==> config.mk <==
export PLATFORM = sky130hd
export DESIGN_NAME = acl_cell
export DESIGN_NICKNAME = d
export VERILOG_FILES = /design/src/hw/rtl/acl_pkg.sv /design/src/hw/rtl/acl_cell.sv
export SDC_FILE = /design/constraint.sdc
export NUM_CORES = 1
export LEC_CHECK = 0
export BUFFER_PORTS_ARGS = -buffer_cell sky130_fd_sc_hd__buf_2
export CAP_MARGIN = 20
export CORE_MARGIN = 5
export CORE_UTILIZATION = 43
export DETAILED_ROUTE_END_ITERATION = 8
export PLACE_DENSITY = 0.74
export SYNTH_ARGS = -nofsm -noshare
export SYNTH_HDL_FRONTEND = slang
export SYNTH_SLANG_ARGS = --single-unit
==> constraint.sdc <==
create_clock -name clk -period 4.3 [get_ports clk]
set_input_delay 0.86 -clock clk [delete_from_list [all_inputs] [get_ports clk]]
set_output_delay 0.86 -clock clk [all_outputs]
set_load 0.005 [all_outputs]
==> src/hw/rtl/acl_pkg.sv <==
// Package for the associative cache: transfer structs, scan and update structs,
// state codes and helpers. No dependencies.
`default_nettype none
package acl_pkg;

  localparam int ENTRIES_DEF = 256;
  localparam int KEY_W = 64;
  localparam int VAL_W = 16;
  localparam int CNT_W = 32;
  localparam int ADDR_W = 1;

  localparam logic POLICY_LRU = 1'b0;
  localparam logic POLICY_LFU = 1'b1;
  localparam logic MODE_LOOKUP = 1'b0;
  localparam logic MODE_INSERT = 1'b1;
  localparam logic [ADDR_W-1:0] REG_POLICY = '0;

  typedef struct packed {
    logic             mode;
    logic [KEY_W-1:0] lookup_key;
    logic [VAL_W-1:0] step_value;
  } req_t;

  typedef struct packed {
    logic             hit;
    logic [VAL_W-1:0] found_value;
    logic [CNT_W-1:0] hit_total;
  } rsp_t;

  typedef struct packed {
    logic             hit;
    logic             free;
    logic [VAL_W-1:0] hit_value;
    logic [CNT_W-1:0] metric;
  } scan_t;

  typedef struct packed {
    logic             wr;
    logic             upd;
    logic [KEY_W-1:0] key;
    logic [VAL_W-1:0] value;
    logic [CNT_W-1:0] stamp;
  } cmd_t;

  typedef enum logic [1:0] {
    ST_IDLE,
    ST_SCAN,
    ST_FINISH
  } state_t;

  function automatic logic [CNT_W-1:0] sat_inc(input logic [CNT_W-1:0] v);
    sat_inc = (v == '1) ? v : v + CNT_W'(1);
  endfunction

endpackage
`default_nettype wire

==> src/hw/rtl/acl_cell.sv <==
// One cache entry with its stage of the search and victim scan.
// Depends on acl_pkg.
`default_nettype none
module acl_cell #(
  parameter int IW = 8,
  parameter int CELL_IDX = 0
) (
  input  wire logic                      clk,
  input  wire logic                      rst,
  input  wire logic                      policy,
  input  wire logic [acl_pkg::KEY_W-1:0] key,
  input  wire acl_pkg::cmd_t             cmd,
  input  wire logic [IW-1:0]             cmd_idx,
  input  wire acl_pkg::scan_t            scan_in,
  input  wire logic [IW-1:0]             hit_idx_in,
  input  wire logic [IW-1:0]             free_idx_in,
  input  wire logic [IW-1:0]             best_idx_in,
  output acl_pkg::scan_t                 scan_out,
  output logic [IW-1:0]                  hit_idx_out,
  output logic [IW-1:0]                  free_idx_out,
  output logic [IW-1:0]                  best_idx_out
);

  logic                      valid;
  logic [acl_pkg::KEY_W-1:0] ekey;
  logic [acl_pkg::VAL_W-1:0] evalue;
  logic [acl_pkg::CNT_W-1:0] euse;
  logic [acl_pkg::CNT_W-1:0] elast;
  logic [acl_pkg::CNT_W-1:0] metric;
  logic [IW-1:0]             me;
  logic                      sel;
  acl_pkg::scan_t            scan_next;
  logic [IW-1:0]             hit_idx_next;
  logic [IW-1:0]             free_idx_next;
  logic [IW-1:0]             best_idx_next;

  assign me = IW'(CELL_IDX);
  assign sel = (cmd_idx == me);

  always_ff @(posedge clk) begin
    if (rst) begin
      valid <= 1'b0;
    end else if (cmd.wr && sel) begin
      valid <= 1'b1;
    end
  end

  always_ff @(posedge clk) begin
    if (cmd.wr && sel) begin
      ekey   <= cmd.key;
      evalue <= cmd.value;
      euse   <= acl_pkg::CNT_W'(1);
      elast  <= cmd.stamp;
    end else if (cmd.upd && sel) begin
      euse  <= acl_pkg::sat_inc(euse);
      elast <= cmd.stamp;
    end
  end

  always_comb begin
    metric = (policy == acl_pkg::POLICY_LFU) ? euse : elast;
    scan_next = scan_in;
    hit_idx_next = hit_idx_in;
    free_idx_next = free_idx_in;
    best_idx_next = best_idx_in;
    if (!scan_in.hit && valid && ekey == key) begin
      scan_next.hit = 1'b1;
      scan_next.hit_value = evalue;
      hit_idx_next = me;
    end
    if (!scan_in.free && !valid) begin
      scan_next.free = 1'b1;
      free_idx_next = me;
    end
    if (CELL_IDX == 0 || metric < scan_in.metric) begin
      scan_next.metric = metric;
      best_idx_next = me;
    end
  end

  always_ff @(posedge clk) begin
    scan_out     <= scan_next;
    hit_idx_out  <= hit_idx_next;
    free_idx_out <= free_idx_next;
    best_idx_out <= best_idx_next;
  end

endmodule
`default_nettype wire

==> results.yml <==
clocking:
  clockBufferDepth: 3
  cts_tree: "yes"
  ctsResizeCount: 0
  worstSkewPairLatency_ps: 490
  h-tree-depth: 1
  cts-buffers-inserted: 23
  cts_root_buffer: "clkbuf_16"
  clk_pin_slew_worst_paths_ps: 60
  postCtsSetupRepairBufs: 0
  ctsHoldBuffers: 0
  cts_sinks: 211
synth:
  synth-warning-count: 0
  synth-seq-cells: 211
  yosysSeqAreaShare: 0.687
  synthDistinctLibCells: 43
  ys.flop_type: "edfxtp_1"
  async_flop_share: 0
  synth_edf_count: 112
  postSynthCellCount: 541
  synth_area_per_cell_sq_um: 14.4
  syn_area_sq_um: 7780
die:
  initial_core_util: 0.434
  die_y_microns: 144
  coreArea_sq_um: 17900
  die-area_sq_um: 20900
  rows: 49
  io-pin-count: 337
  die_w_microns: 144
route:
  routed_via_density: 4.71
  drt_iter0_markers: 203
  wl_per_cell_microns: 16.8
  via_count: 5147
  final_antenna_net_count: 0
  routed_wl_microns: 18400
  drc: 0
  firstDrtPassIters: 4
sta:
  finalMaxSlewViolations: 0
  rsz0062_at_grt: "no"
  finalCritPeriodShare: 0.642
  fin_crit_ps: 2760
  fmax_mhz: 362
  worst_slew_pin_slew_ps: 783
  fin_skew_ps: 8.72
  slew_headroom: 0.475
  hold_viol: 0
  fin_setup_tns_ps: 0
  setup_viol: 0
critical_path:
  critPathBufInv: 1
  criticalPathCategory: "input port to flip-flop"
  cp_max_fo: 5
  crit_top_cell: "nand4_1"
  reg2reg_slack_ps: 1830
  crit_required_ps: 4660
  crit_chain: "buf_2, nor4_1, nand4_1, a311oi_1, nand4_1, xor2_1, nor2_1"
  crit_slowest_cell: "a311oi_1"
  crit_arrival_ps: 3120
  endpoint_kind: "flip-flop"
  crit_path_max_incr_delay_ps: 720
  cp_top_family: "simple AND/OR/NAND/NOR gates"
  start_kind: "input port"
power_and_ir_drop:
  p_leak_nw: 4.34
  worst_ir_drop_vdd_mv: 0.406
  power.density_nw_per_um2: 416
grt:
  grt_use_met3: 0.0513
  grt_pass1_vias: 5092
  grt_overflow_total: 0
  busiest_layer: "met2"
  grt_max_degree: 67
  grt_pass1_wl_microns: 26600
  grtUsageTotal: 0.162
  grt_util_met2: 0.295
  met1_usage: 0.188
  antenna_found_initial: 2
layout:
  drive_gt1_frac: 0.437
  fillers: 1468
  final_nets: 1110
  layout_common_cells: "288 x buf_2, 112 x edfxtp_1, 99 x dfxtp_1"
  fin_area_sq_um: 10200
  areaGrowthSynthToFinish_pct: 31.4
  layout_commonest_cell: "buf_2"
job:
  drv_cap: 0
place:
  portBuffers: 288
  place.gp.congestion: 0.773
  dpl_cell_area_sq_um: 9450
  dp.final_hpwl_microns: 13900
run_status:
  run_status: "complete, no violations"
hold_path:
  hold_path.class: "flip-flop to flip-flop"
state kept, by name (all words and copies together) (netlist names):
signal	flops
ekey	64
scan_out	50
elast	32
euse	32
evalue	16
free_idx_out	8
hit_idx_out	8
valid	1
kinds of logic (layout without fill, tap and decap cells):
kind of cell               after synthesis  in the layout  synth area share
buffers and inverters                   37            351            0.0257
other                                    1             10          0.000482
DFF                                    211            211             0.687
adders and majority gates                1              1           0.00161
xor gates and xnor gates                76             76            0.0856
muxes                                   48             48            0.0748
and+or+nand+nor                        140            140            0.0977
AOI/OAI and AO/OA                       27             27            0.0267
final timing paths:
path,start,end,cells after the start
worst min register to register,valid$_SDFFE_PP0P_,scan_out[48]$_SDFF_PP1_,1
worst max-delay path,cmd_idx[5],euse[15]$_SDFFE_PP0P_,7
worst min-delay path,valid$_SDFFE_PP0P_,scan_out[48]$_SDFF_PP1_,1
worst max register to register,ekey[45]$_DFFE_PP_,scan_out[39]$_DFF_P_,7
cell usage after synthesis (5+ instances only):
cell type / number / area (sq um)
nand2_1: 13 / 48.8
xnor2_1: 18 / 158
nand2b_1: 6 / 37.5
xor2_1: 58 / 508
clkbuf_1: 5 / 18.8
inv_1: 18 / 67.6
nor4_1: 14 / 87.6
nand4_1: 15 / 93.8
nor2_1: 36 / 135
mux2_4: 11 / 165
dfxtp_1: 99 / 1980
nand3_1: 17 / 85.1
buf_4: 8 / 60.1
mux2_2: 37 / 417
edfxtp_1: 112 / 3360
o21ai_0: 5 / 25.0
nor2b_1: 9 / 56.3
and2_1: 12 / 75.1
final cells by class:
class	count	area (sq um)	share of cell area
well taps	229	287	0.0280
inverters	18	70.1	0.00686
flip-flops and latches	211	5350	0.523
clock buffers	37	697	0.0682
multi-input cells	300	2260	0.221
diodes	2	5.00	0.000490
clock inverters	4	43.8	0.00428
repair buffers	292	1520	0.148
stage by stage:
step / total power [mW] / hold WS (ps) / std cells / setup slack (ps) / util
6_report: 4.25 / 436 / 1093 / 1540 / 0.571
3_3_place_gp: 2.40 / 418 / 1049 / 949 / 0.528
5_1_grt: 4.42 / 464 / 1093 / 1380 / 0.571
2_1_floorplan: 2.27 / 397 / 548 / 1030 / -
4_1_cts: 4.32 / 437 / 1090 / 1430 / 0.569
3_5_place_dp: 2.41 / 423 / 1049 / 911 / 0.528
report_power, final:
part           switching, mW  internal (mW)
Combinational         0.0821          0.129
Sequential           0.00876           2.15
Clock                  0.722           1.16
layer usage:
| layer | share of wire | routed length, microns | up-vias |
|---|---|---|---|
| met5 | 0 | 0 | - |
| met1 | 0.37 | 6750 | 2388 |
| met3 | 0.10 | 1870 | 21 |
| li1 | - | - | 2536 |
| met2 | 0.52 | 9500 | 202 |
| met4 | 0.013 | 240 | 0 |
Note: power is estimated with default switching activity, not from simulation.
